File: src/hdl/fpds_pkg.sv
// Shared types and constants of the fuzzy PD steering unit.
// No dependencies.
package fpds_pkg;

  localparam int DIV_W  = 29;
  localparam int DSR_W  = 16;
  localparam int CNT_W  = 5;

  localparam logic [16:0] ONE_MU = 17'd65536;
  localparam logic signed [23:0] RATE_MAX = 24'sd8388607;
  localparam logic signed [23:0] RATE_MIN = -24'sd8388608;

  localparam logic [2:0] CFG_ERR_P  = 3'd0;
  localparam logic [2:0] CFG_RATE_P = 3'd1;
  localparam logic [2:0] CFG_OUT_P  = 3'd2;
  localparam logic [2:0] CFG_ERR_D  = 3'd3;
  localparam logic [2:0] CFG_RATE_D = 3'd4;
  localparam logic [2:0] CFG_OUT_D  = 3'd5;
  localparam logic [2:0] CFG_TRIM   = 3'd6;

  typedef enum logic [3:0] {
    ST_IDLE,
    ST_RATE,
    ST_RWAIT,
    ST_MSEL,
    ST_MWAIT,
    ST_MULA,
    ST_MULB,
    ST_SRVA,
    ST_SRVB,
    ST_SRVC,
    ST_OUT
  } state_t;

  typedef struct packed {
    logic             start;
    logic [DIV_W-1:0] dividend;
    logic [DSR_W-1:0] divisor;
  } div_req_t;

  typedef struct packed {
    logic busy;
    logic done;
  } div_stat_t;

  function automatic logic [8:0] pick9(input logic [62:0] w, input logic [2:0] i);
    return w[9*i +: 9];
  endfunction

endpackage

File: src/hdl/fuzzy_pd_steering_unit.sv
// Fuzzy-gain PD steering unit: top level, sequencer and datapath.
// Depends on fpds_pkg and fpds_div.
//
// Input channel (in_valid/in_ready) takes one transaction per camera frame:
// a track center column and the frame period. Result channel
// (out_valid/out_ready) returns one transaction per input: servo value,
// slew-limited error and the two fuzzy gains.
// Configuration writes (cfg_wr_en, cfg_index, cfg_data) take effect at once
// and must only be issued while the unit is idle.
// After acceptance the unit runs setup, the 29-step rate division (skipped at
// zero period), one division per membership (4 of them; the division is
// skipped at or beyond the outer breakpoints), the gains on the shared
// multiplier, then the servo sum and output. The single shared divider is
// used in turn by the rate and every membership. in_ready is high only
// when idle, the cycle after the result is loaded, so a new transaction is
// not accepted until the last one has been loaded into the output register.
// A finished result waits in the output register while out_ready is low;
// the sequencer holds the next result until the waiting one is taken, then returns to idle.
// Synchronous reset clears the configuration, the stored last error and
// the handshake state.
module fuzzy_pd_steering_unit import fpds_pkg::*; #(
  parameter int IMAGE_COLUMNS = 320,
  parameter int SERVO_MID     = 1500
) (
  input  logic              clk,
  input  logic              rst_n,
  input  logic              in_valid,
  output logic              in_ready,
  input  logic [8:0]        in_center_column,
  input  logic [15:0]       in_frame_period,
  output logic              out_valid,
  input  logic              out_ready,
  output logic [15:0]       out_servo_pwm,
  output logic signed [8:0] out_used_error,
  output logic [15:0]       out_prop_gain,
  output logic [15:0]       out_deriv_gain,
  input  logic              cfg_wr_en,
  input  logic [2:0]        cfg_index,
  input  logic [62:0]       cfg_data
);

  localparam int HALF = IMAGE_COLUMNS / 2;
  localparam int STEP = IMAGE_COLUMNS / 10;
  localparam int TW   = 44;
  localparam logic signed [11:0] HALF_S = 12'(HALF);
  localparam logic signed [11:0] STEP_S = 12'(STEP);

  state_t state_r, state_nxt;

  logic [62:0]        err_p_r, rate_p_r, out_p_r, err_d_r, rate_d_r, out_d_r;
  logic signed [9:0]  trim_r;
  logic signed [9:0]  last_r;

  logic signed [11:0] err_r, delta_r;
  logic [15:0]        period_r;
  logic signed [23:0] rate_r;
  logic [1:0]         m_r;
  logic [16:0]        mu_r [4];
  logic [2:0]         seg_r [4];
  logic [2:0]         term_r;
  logic [41:0]        acc_r;
  logic [15:0]        kp_r, kd_r;
  logic signed [58:0] prod_r;
  logic signed [TW-1:0] tot_r;
  logic [15:0]        servo_r;

  logic               out_valid_r;
  logic [15:0]        out_servo_r, out_kp_r, out_kd_r;
  logic signed [8:0]  out_err_r;

  div_req_t           div_req;
  div_stat_t          div_stat;
  logic [DIV_W-1:0]   div_quo;

  logic signed [33:0] mul_a;
  logic signed [24:0] mul_b;
  logic signed [58:0] mul_p;

  // accept-time error and slew limit
  logic signed [11:0] last_ext, err0, d0, err_n;
  always_comb begin
    last_ext = {{2{last_r[9]}}, last_r};
    err0     = signed'(12'(in_center_column)) - HALF_S;
    d0       = err0 - last_ext;
    if (d0 > STEP_S) begin
      err_n = last_ext + STEP_S;
    end else if (d0 < -STEP_S) begin
      err_n = last_ext - STEP_S;
    end else begin
      err_n = err0;
    end
  end

  // rate division operands and saturation
  logic [6:0]  abs_delta;
  logic [11:0] abs35;
  logic [23:0] q_sat;
  logic signed [24:0] rate_div;
  always_comb begin
    abs_delta = delta_r[11] ? 7'(-delta_r) : 7'(delta_r);
    abs35     = 12'(abs_delta) * 12'd35;
    q_sat     = (div_quo > DIV_W'(24'h800000)) ? 24'h800000 : div_quo[23:0];
    if (delta_r[11]) begin
      rate_div = -signed'({1'b0, q_sat});
    end else if (q_sat == 24'h800000) begin
      rate_div = 25'(RATE_MAX);
    end else begin
      rate_div = signed'({1'b0, q_sat});
    end
  end

  // fuzzification of the current membership m_r
  logic [62:0]        pw;
  logic signed [24:0] px [7];
  logic signed [24:0] fx, pk, pk1, num, den;
  logic [8:0]         raw;
  logic [2:0]         kk;
  logic               lo_edge, hi_edge;
  always_comb begin
    unique case (m_r)
      2'd0: pw = err_p_r;
      2'd1: pw = rate_p_r;
      2'd2: pw = err_d_r;
      default: pw = rate_d_r;
    endcase
    for (int i = 0; i < 7; i++) begin
      raw   = pick9(pw, 3'(i));
      px[i] = m_r[0] ? (signed'({{16{raw[8]}}, raw}) <<< 4) : signed'({{16{raw[8]}}, raw});
    end
    fx = m_r[0] ? signed'({rate_r[23], rate_r}) : signed'({{13{err_r[11]}}, err_r});
    kk = 3'd6;
    for (int k = 5; k >= 1; k--) begin
      if (fx <= px[k]) kk = 3'(k);
    end
    pk      = px[kk];
    pk1     = px[kk - 3'd1];
    num     = pk - fx;
    den     = pk - pk1;
    lo_edge = fx <= px[0];
    hi_edge = fx >= px[6];
  end

  // rule evaluation for the current term
  logic        tg, ta, tb;
  logic [16:0] me, mr, we, wr;
  logic [2:0]  se, sr, idx;
  logic [3:0]  ssum;
  logic [8:0]  pt;
  logic [41:0] acc_nxt;
  always_comb begin
    tg   = term_r[2];
    ta   = term_r[1];
    tb   = term_r[0];
    me   = tg ? mu_r[2] : mu_r[0];
    mr   = tg ? mu_r[3] : mu_r[1];
    se   = tg ? seg_r[2] : seg_r[0];
    sr   = tg ? seg_r[3] : seg_r[1];
    we   = ta ? ONE_MU - me : me;
    wr   = tb ? ONE_MU - mr : mr;
    ssum = 4'(se) + 4'(sr) + 4'(ta) + 4'(tb);
    idx  = (ssum <= 4'd6) ? 3'(4'd6 - ssum) : 3'(ssum - 4'd6);
    if (tg) idx = 3'd6 - idx;
    pt      = pick9(tg ? out_d_r : out_p_r, idx);
    acc_nxt = acc_r + 42'(mul_p);
  end

  // servo sum
  logic signed [TW-1:0] base, tot_n;
  logic [15:0]          servo_n;
  always_comb begin
    base  = (TW'(SERVO_MID) + {{(TW-10){trim_r[9]}}, trim_r}) <<< 20;
    tot_n = tot_r + TW'(prod_r);
    if (tot_n[TW-1]) begin
      servo_n = '0;
    end else if (|tot_n[TW-2:36]) begin
      servo_n = 16'hFFFF;
    end else begin
      servo_n = tot_n[35:20];
    end
  end

  assign mul_p = mul_a * mul_b;

  logic out_load;

  always_comb begin
    state_nxt        = state_r;
    div_req.start    = 1'b0;
    div_req.dividend = '0;
    div_req.divisor  = '0;
    mul_a            = '0;
    mul_b            = '0;
    out_load         = 1'b0;
    unique case (state_r)
      ST_IDLE: begin
        if (in_valid) state_nxt = ST_RATE;
      end
      ST_RATE: begin
        if (period_r == '0) begin
          state_nxt = ST_MSEL;
        end else begin
          div_req.start    = 1'b1;
          div_req.dividend = DIV_W'({abs35, 16'h0});
          div_req.divisor  = period_r;
          state_nxt        = ST_RWAIT;
        end
      end
      ST_RWAIT: begin
        if (div_stat.done) state_nxt = ST_MSEL;
      end
      ST_MSEL: begin
        if (!lo_edge && !hi_edge) begin
          div_req.start    = 1'b1;
          div_req.dividend = {num[12:0], 16'h0};
          div_req.divisor  = den[15:0];
          state_nxt        = ST_MWAIT;
        end else if (m_r == 2'd3) begin
          state_nxt = ST_MULA;
        end
      end
      ST_MWAIT: begin
        if (div_stat.done) state_nxt = (m_r == 2'd3) ? ST_MULA : ST_MSEL;
      end
      ST_MULA: begin
        mul_a     = 34'(we);
        mul_b     = 25'(wr);
        state_nxt = ST_MULB;
      end
      ST_MULB: begin
        mul_a     = prod_r[33:0];
        mul_b     = 25'(pt);
        state_nxt = (term_r == 3'd7) ? ST_SRVA : ST_MULA;
      end
      ST_SRVA: begin
        mul_a     = 34'(kp_r);
        mul_b     = 25'(err_r);
        state_nxt = ST_SRVB;
      end
      ST_SRVB: begin
        mul_a     = 34'(kd_r);
        mul_b     = 25'(rate_r);
        state_nxt = ST_SRVC;
      end
      ST_SRVC: begin
        state_nxt = ST_OUT;
      end
      ST_OUT: begin
        if (!out_valid_r || out_ready) begin
          out_load  = 1'b1;
          state_nxt = ST_IDLE;
        end
      end
      default: state_nxt = ST_IDLE;
    endcase
  end

  always_ff @(posedge clk) begin
    if (!rst_n) state_r <= ST_IDLE;
    else        state_r <= state_nxt;
  end

  // configuration and persistent state
  always_ff @(posedge clk) begin
    if (!rst_n) begin
      err_p_r  <= '0;
      rate_p_r <= '0;
      out_p_r  <= '0;
      err_d_r  <= '0;
      rate_d_r <= '0;
      out_d_r  <= '0;
      trim_r   <= '0;
      last_r   <= '0;
    end else begin
      if (cfg_wr_en) begin
        unique case (cfg_index)
          CFG_ERR_P:  err_p_r  <= cfg_data;
          CFG_RATE_P: rate_p_r <= cfg_data;
          CFG_OUT_P:  out_p_r  <= cfg_data;
          CFG_ERR_D:  err_d_r  <= cfg_data;
          CFG_RATE_D: rate_d_r <= cfg_data;
          CFG_OUT_D:  out_d_r  <= cfg_data;
          CFG_TRIM:   trim_r   <= signed'(cfg_data[9:0]);
          default: ;
        endcase
      end
      if (out_load) last_r <= err_r[9:0];
    end
  end

  // datapath
  always_ff @(posedge clk) begin
    case (state_r)
      ST_IDLE: begin
        err_r    <= err_n;
        delta_r  <= err_n - last_ext;
        period_r <= in_frame_period;
        m_r      <= '0;
      end
      ST_RATE: begin
        if (period_r == '0) begin
          if (delta_r > 0)      rate_r <= RATE_MAX;
          else if (delta_r < 0) rate_r <= RATE_MIN;
          else                  rate_r <= '0;
        end
      end
      ST_RWAIT: begin
        if (div_stat.done) rate_r <= rate_div[23:0];
      end
      ST_MSEL: begin
        term_r <= '0;
        acc_r  <= '0;
        if (lo_edge) begin
          mu_r[m_r]  <= ONE_MU;
          seg_r[m_r] <= 3'd0;
          m_r        <= m_r + 2'd1;
        end else if (hi_edge) begin
          mu_r[m_r]  <= '0;
          seg_r[m_r] <= 3'd5;
          m_r        <= m_r + 2'd1;
        end else begin
          seg_r[m_r] <= kk - 3'd1;
        end
      end
      ST_MWAIT: begin
        if (div_stat.done) begin
          mu_r[m_r] <= div_quo[16:0];
          m_r       <= m_r + 2'd1;
        end
      end
      ST_MULA: prod_r <= mul_p;
      ST_MULB: begin
        term_r <= term_r + 3'd1;
        if (ta && tb) begin
          acc_r <= '0;
          if (tg) kd_r <= acc_nxt[40:25];
          else    kp_r <= acc_nxt[40:25];
        end else begin
          acc_r <= acc_nxt;
        end
      end
      ST_SRVA: prod_r <= mul_p;
      ST_SRVB: begin
        tot_r  <= base + (TW'(prod_r) <<< 8);
        prod_r <= mul_p;
      end
      ST_SRVC: servo_r <= servo_n;
      default: ;
    endcase
  end

  // output register
  always_ff @(posedge clk) begin
    if (!rst_n) begin
      out_valid_r <= 1'b0;
    end else if (out_load) begin
      out_valid_r <= 1'b1;
    end else if (out_ready) begin
      out_valid_r <= 1'b0;
    end
    if (out_load) begin
      out_servo_r <= servo_r;
      out_kp_r    <= kp_r;
      out_kd_r    <= kd_r;
      if (err_r > 12'sd255)       out_err_r <= 9'sd255;
      else if (err_r < -12'sd256) out_err_r <= -9'sd256;
      else                        out_err_r <= err_r[8:0];
    end
  end

  fpds_div u_div (
    .clk      (clk),
    .rst_n    (rst_n),
    .req      (div_req),
    .stat     (div_stat),
    .quotient (div_quo)
  );

  assign in_ready       = (state_r == ST_IDLE);
  assign out_valid      = out_valid_r;
  assign out_servo_pwm  = out_servo_r;
  assign out_used_error = out_err_r;
  assign out_prop_gain  = out_kp_r;
  assign out_deriv_gain = out_kd_r;

endmodule

File: src/hdl/fpds_div.sv
// Restoring divider, one quotient bit per cycle, shared by the steering unit.
// Depends on fpds_pkg.
module fpds_div import fpds_pkg::*; (
  input  logic             clk,
  input  logic             rst_n,
  input  div_req_t         req,
  output div_stat_t        stat,
  output logic [DIV_W-1:0] quotient
);

  logic [CNT_W-1:0] cnt_r, cnt_nxt;
  logic             busy_r, busy_nxt;
  logic             done_r, done_nxt;
  logic [DSR_W-1:0] rem_r, rem_nxt;
  logic [DSR_W-1:0] dsr_r, dsr_nxt;
  logic [DIV_W-1:0] quo_r, quo_nxt;
  logic [DSR_W:0]   rem_sh;
  logic             ge;

  always_comb begin
    rem_sh   = {rem_r, quo_r[DIV_W-1]};
    ge       = rem_sh >= {1'b0, dsr_r};
    cnt_nxt  = cnt_r;
    busy_nxt = busy_r;
    done_nxt = 1'b0;
    rem_nxt  = rem_r;
    dsr_nxt  = dsr_r;
    quo_nxt  = quo_r;
    if (req.start) begin
      cnt_nxt  = CNT_W'(DIV_W - 1);
      busy_nxt = 1'b1;
      rem_nxt  = '0;
      dsr_nxt  = req.divisor;
      quo_nxt  = req.dividend;
    end else if (busy_r) begin
      rem_nxt = ge ? DSR_W'(rem_sh - {1'b0, dsr_r}) : rem_sh[DSR_W-1:0];
      quo_nxt = {quo_r[DIV_W-2:0], ge};
      cnt_nxt = cnt_r - CNT_W'(1);
      if (cnt_r == '0) begin
        busy_nxt = 1'b0;
        done_nxt = 1'b1;
      end
    end
  end

  always_ff @(posedge clk) begin
    if (!rst_n) begin
      cnt_r  <= '0;
      busy_r <= 1'b0;
      done_r <= 1'b0;
    end else begin
      cnt_r  <= cnt_nxt;
      busy_r <= busy_nxt;
      done_r <= done_nxt;
    end
    rem_r <= rem_nxt;
    dsr_r <= dsr_nxt;
    quo_r <= quo_nxt;
  end

  assign stat.busy = busy_r;
  assign stat.done = done_r;
  assign quotient  = quo_r;

endmodule

File: config.mk
export PLATFORM = sky130hd
export DESIGN_NAME = fuzzy_pd_steering_unit
export DESIGN_NICKNAME = d
export VERILOG_FILES = /design/src/hdl/fpds_pkg.sv /design/src/hdl/fuzzy_pd_steering_unit.sv /design/src/hdl/fpds_div.sv
export SDC_FILE = /design/constraint.sdc
export NUM_CORES = 2
export LEC_CHECK = 0
export BUFFER_PORTS_ARGS = -buffer_cell sky130_fd_sc_hd__buf_2
export CORE_ASPECT_RATIO = 1.5
export CORE_MARGIN = 5
export CORE_UTILIZATION = 60
export DETAILED_ROUTE_END_ITERATION = 8
export PLACE_DENSITY = 0.77
export SLEW_MARGIN = 20
export SYNTH_ARGS = -nofsm -noshare
export SYNTH_HDL_FRONTEND = slang
export SYNTH_HIERARCHICAL = 1
export SYNTH_SLANG_ARGS = --single-unit
File: constraint.sdc
create_clock -name clk -period 25.7 [get_ports clk]
set_input_delay 1.285 -clock clk [delete_from_list [all_inputs] [get_ports clk]]
set_output_delay 1.285 -clock clk [all_outputs]
set_load 0.02 [all_outputs]
After elaboration in Yosys (flattened, before gate mapping)
Memory sizes are Yosys's and may differ from the RTL's. Cells that the tools add are included.

Flip-flop bits (word level): 775. Memories: 2. Logic and storage cells: 247. Bits of input ports: 96. Memory bits (writable): 80.

Multiply operators: 3. Bitwise operators: 9. Muxes and demuxes: 95. $add $sub $neg: 26. Reduce and logical (&&, ||, !) cells: 32. Magnitude comparators: 18. Eq/ne operators: 28. Shift operators: 1.

Memory list: mu_r (depth 4, bits a word 17, read ports 4, clocked after memory_dff 0, write ports 1, line fuzzy_pd_steering_unit.sv:58) `logic [16:0] mu_r [4];`; seg_r (depth 4, bits a word 3, read ports 4, clocked after memory_dff 0, write ports 1, line fuzzy_pd_steering_unit.sv:59) `logic [2:0] seg_r [4];`.

Operator list (number): 63-bit case mux with 3 select lines (1); 24-bit two-way mux (7); 25-bit binary-select mux with 3-bit select (2); 25-bit by 13-bit <= comparator with 1-bit output (6); 34-bit case mux with 4 select lines (1); 12-bit two-way mux (9); 17-bit two-way mux (6); 25-bit case mux with 4 select lines (1); 16-bit two-way mux (6); 46-bit two-way mux (2); 46-bit case mux with 2 select lines (1); 42-bit case mux with 2 select lines (1); 63-bit two-way mux (1); 63-bit by 8-bit variable part select with 9-bit output (1); 29-bit two-way mux (2); 24-bit case mux with 2 select lines (1); 33-bit by 44-bit adder with 44-bit output (1); 44-bit adder (1); 34-bit by 25-bit multiplier with 44-bit output (1); 4-bit case mux with 11 select lines (1); 42-bit adder (1); 42-bit two-way mux (1); 17-bit subtractor, first input constant (2); 3-bit two-way mux (11); 72 further kinds (145).

Logic depth before layout (Yosys ltp)
Word-level depth: 18. Gate-level depth with buffers: 61. Gate-level depth less buffers: 49.

Modules after synthesis
Netlist, hierarchy kept.

By module, submodules not included: fuzzy_pd_steering_unit (cells each 7476, instances 1, area an instance 67885.1 sq um); fpds_div (cells each 313, instances 1, area an instance 3616.0 sq um).

Worst setup path after synthesis
No wires, ideal clock.

Kind: flip-flop to flip-flop. From: reg term_r[2]. To: reg kd_r[14], data pin. Setup slack: 11.805 ns. Stages on the path, launching flop included: 59. Period minus slack after synthesis: 13.895 ns. Arrival time: 13.624 ns. Data required time: 25.429 ns. Path through: edfxtp_1 buf_6 buf_6 buf_6 buf_2 buf_2 buf_4 buf_2 mux2i_1 fa_1 inv_1 ha_1 buf_2 buf_2 clkbuf_1 inv_1 ha_1 nor3b_2 [... 23 more ...] ha_1 o21ai_0 nor3_1 a211o_1 or3_1 a21oi_1 xnor2_1 ha_1 or3_1 o21bai_1 a31o_2 a21oi_1 nor2b_1 o2bb2ai_1 o311a_1 o31a_1 o21ai_1 xor2_1.

Longest elaborated chain between the ends: 13. Elaborated cells between the ends (all ways): 24. Those cells by class: 9 x add/sub; 2 x mul; 1 x order compare; 1 x shift; 11 x mux.

Ends and longest elaborated chain: start, declared (line fuzzy_pd_steering_unit.sv:60) `logic [2:0] term_r;`; start signal, assigned (line fuzzy_pd_steering_unit.sv:332) `term_r <= term_r + 3'd1;`; 3-bit two-way mux, on equally long branches (line fuzzy_pd_steering_unit.sv:156, fuzzy_pd_steering_unit.sv:157); 3-bit by 3-bit adder with 4-bit output (line fuzzy_pd_steering_unit.sv:160) `ssum = 4'(se) + 4'(sr) + 4'(ta) + 4'(tb);`; 4-bit by 1-bit adder with 4-bit output (2 in series) (line fuzzy_pd_steering_unit.sv:160); 4-bit by 3-bit <= comparator with 1-bit output or 3-bit subtractor (tied branches) (line fuzzy_pd_steering_unit.sv:161) `idx = (ssum <= 4'd6) ? 3'(4'd6 - ssum) : 3'(ssum - 4'd6);`; 3-bit two-way mux (line fuzzy_pd_steering_unit.sv:161); 3-bit subtractor (line fuzzy_pd_steering_unit.sv:162) `if (tg) idx = 3'd6 - idx;`; 3-bit two-way mux (line fuzzy_pd_steering_unit.sv:162); 4-bit by 3-bit multiplier with 7-bit output (line fpds_pkg.sv:47) `return w[9*i +: 9];`; 63-bit by 8-bit variable part select with 9-bit output (line fpds_pkg.sv:47); 25-bit case mux with 4 select lines (line fuzzy_pd_steering_unit.sv:194) `unique case (state_r)`; 34-bit by 25-bit multiplier with 44-bit output (*) (line fuzzy_pd_steering_unit.sv:182) `assign mul_p = mul_a * mul_b;`; named net mul_p[23] (line fuzzy_pd_steering_unit.sv:77) `logic signed [58:0] mul_p;`; 42-bit adder (*) (line fuzzy_pd_steering_unit.sv:164) `acc_nxt = acc_r + 42'(mul_p);`; named net acc_nxt[39] (line fuzzy_pd_steering_unit.sv:149) `logic [41:0] acc_nxt;`; end signal, assigned (line fuzzy_pd_steering_unit.sv:335) `if (tg) kd_r <= acc_nxt[40:25];`; end, declared (line fuzzy_pd_steering_unit.sv:62) `logic [15:0] kp_r, kd_r;`.

The timed path passes the listed nets; every way through them passes the cells marked *. A chain may end at the register's enable or synchronous reset.

Worst setup path in the final report
From: reg term_r[0]. To: reg kd_r[14], data pin.

Longest elaborated chain between the ends: 10. Elaborated cells between the ends (all ways): 13. Those cells by class: 5 x add/sub; 2 x mul; 1 x order compare; 1 x shift; 4 x mux.

Ends and longest elaborated chain (line): 4-bit by 1-bit adder with 4-bit output (fuzzy_pd_steering_unit.sv:160); 4-bit by 3-bit <= comparator with 1-bit output or 3-bit subtractor (tied branches) (fuzzy_pd_steering_unit.sv:161); 3-bit two-way mux (fuzzy_pd_steering_unit.sv:161); 3-bit subtractor (fuzzy_pd_steering_unit.sv:162); 3-bit two-way mux (fuzzy_pd_steering_unit.sv:162); 4-bit by 3-bit multiplier with 7-bit output (fpds_pkg.sv:47); 63-bit by 8-bit variable part select with 9-bit output (fpds_pkg.sv:47); 25-bit case mux with 4 select lines (*) (fuzzy_pd_steering_unit.sv:194); 34-bit by 25-bit multiplier with 44-bit output (*) (fuzzy_pd_steering_unit.sv:182); named net mul_p[24] (fuzzy_pd_steering_unit.sv:77); 42-bit adder (*) (fuzzy_pd_steering_unit.sv:164); named net acc_nxt[39] (fuzzy_pd_steering_unit.sv:149).

Marks and branches as above.

==> metrics <==
clock insertion delay at the later pin of the skew report=750 ps; via count of the routed design=59200; TritonCTS clock tree=built; # hold bufs at CTS=0; final RePlAce weighted congestion=1.04; post-synthesis instance area=0.0715 mm²; status=complete, no violations; gate family responsible for the most delay along the worst path=adder cells; MaxCap Viol Count=0; static leakage power=31.1 nW; drt drc=0; Critical Path Start Type=register; total congestion overflow after global routing=0; area growth from synthesis to layout=8.05%; HPWL Detailed=185000 µm; vias per std cell=6.18; Pwr Total=0.0111 W; Final Cell Area=0.0772 mm²; final number of hold-violating endpoints=0; Area after DPL=0.0742 mm²; RSZ-0062 raised after global routing=false; buffers inserted by post-CTS timing repair=0; worst setup skew after layout=57.7 ps; htree depth=3; violation count after the first detailed-routing iteration=5117; die area=0.126 mm²; vias in the first global route=60300; total power density per cell area=144 mW/mm²; total routing usage reported by global routing=37.7%; wire length of the first global-routing pass=361000 µm; per-cell routed wire length=25.2 µm; peak supply drop=0.000312 V; cell row count=155; detailed-router iteration count before antenna repair=7; launch point of the worst reg-to-reg path=term_r[0]$_SDFFCE_PN0P_; total routed wirelength=241000 µm; number of antenna violations at the first check in global routing=9; destination of the worst register-to-register timing path=kd_r[14]$_DFFE_PP_; most used cells in the layout excluding fill and tap cells=1378 x sky130_fd_sc_hd__nand2_1, 875 x sky130_fd_sc_hd__inv_1, 719 x sky130_fd_sc_hd__a21oi_1; number of ports placed on the die boundary=155; final setup margin=11110 ps; Worst path max stage delay=750 ps; Max-Slew Margin vs Limit=18.5%; most common library cell in the layout ignoring fill and taps=sky130_fd_sc_hd__nand2_1; hold path startpoint=servo_r[6]$_SDFFCE_PP0P_; met3 WL=17700 µm; Avg Cell Area, Syn=9.18 µm²; initial core utilization=60.2%; number of cells on the worst hold path=0; Least-Margin Pin Slew=1220 ps; pin count of the biggest net entering global routing=214; Detail Route Antenna Nets=0; Worst Setup Slack post-DPL=11370 ps; Worst Path Buf+Inv=9; maximum root-to-sink buffer count=3; top layer used by detailed routing=met5; cts repair resizes=0; fraction of final layout cells with drive strength greater than 1=7.81%; number of synthesis warnings=6; signal arrival time at the worst endpoint=15050 ps; setup TNS after final layout=0 ps; sum of met2 wire segment lengths after detailed routing=117000 µm; category of the worst setup path capture point=register; post-layout min period=14590 ps; Post-Route Hold Slack=420 ps; number of buffers added by the clock tree synthesis step=83; post-CTS clock slew at the launch and capture registers of the worst setup and hold paths=60 ps; PortBufs=154; Placeable Area=0.119 mm²; synthesized netlist cell count=7788; portion of the clock cycle consumed by the worst path in the final layout=56.8%; largest fanout on the critical path=39; buffer cell driving the clock tree root=sky130_fd_sc_hd__clkbuf_16; final max-slew violation count=0; Setup Crit Path Kind=register to register; Max Clock Freq=68.6 MHz; Total Nets Final=9199; width of the die=292 µm; height of the die=433 µm; hold path endpoint=out_servo_pwm[6]$_DFFE_PP_; Worst Reg2Reg Path Length in Cells=47; M1 wire length=78000 µm; count of clock tree sinks=845; HP Class=register to register; crit path max-delay cell type=sky130_fd_sc_hd__edfxtp_1; data required time of the worst path=26160 ps; number of setup violations in the final report=0; R2R Setup Slk=11110 ps
layer usage:
| layer | GRT usage [%] | up-vias |
|---|---|---|
| met5 | 0 | - |
| met1 | 39.3 | 28900 |
| li1 | - | 26400 |
| met4 | 33.9 | 8 |
| met2 | 64.8 | 2842 |
| met3 | 6.45 | 1058 |
how the worst max path moves through the flow:
stage                       startpoint                  to  slack [ps]  cells past startpoint
5_1_grt        term_r[0]$_SDFFCE_PN0P_  kd_r[14]$_DFFE_PP_       10370                     47
2_1_floorplan  term_r[2]$_SDFFCE_PN0P_  kd_r[14]$_DFFE_PP_       11800                     58
3_3_place_gp   term_r[0]$_SDFFCE_PN0P_  kd_r[14]$_DFFE_PP_       11590                     47
3_5_place_dp   term_r[0]$_SDFFCE_PN0P_  kd_r[14]$_DFFE_PP_       11370                     47
6_report       term_r[0]$_SDFFCE_PN0P_  kd_r[14]$_DFFE_PP_       11110                     47
4_1_cts        term_r[0]$_SDFFCE_PN0P_  kd_r[14]$_DFFE_PP_       11190                     47
per-stage QoR:
| step | util [%] | std cells |
|---|---|---|
| global route | 65.1 | 9568 |
| floorplan | - | 7959 |
| detailed placement | 62.6 | 9411 |
| CTS | 65.1 | 9567 |
| finish | 65.1 | 9572 |
| global placement | 62.6 | 9411 |
state kept, by name, indices dropped and copies added (netlist names), 24 cells and up:
register        flops
acc_r              41
err_d_r            63
rate_p_r           63
rate_d_r           63
mu_r               68
out_d_r            63
u_div/quotient     29
rate_r             24
out_p_r            63
tot_r              36
err_p_r            63
prod_r             44
power by group:
| part | total (W) | leakage (nW) | switching [W] | internal (W) |
|---|---|---|---|---|
| logic | 0.00787 | 22.3 | 0.00491 | 0.00296 |
| clock network | 0.00134 | 1.45 | 0.000589 | 0.000750 |
| registers | 0.00194 | 7.38 | 0.000147 | 0.00179 |
final cells by class:
class | instances | area [µm²]
Multi-Input combinational cell | 5855 | 46300
Fill cell | 9882 | 41400
Sequential cell | 845 | 21100
Inverter | 883 | 3330
Clock buffer | 108 | 2270
Tap cell | 1570 | 1960
Timing Repair Buffer | 259 | 1560
Clock inverter | 48 | 704
Antenna cell | 4 | 10.0
No activity file was read; power rests on OpenSTA's default activity.
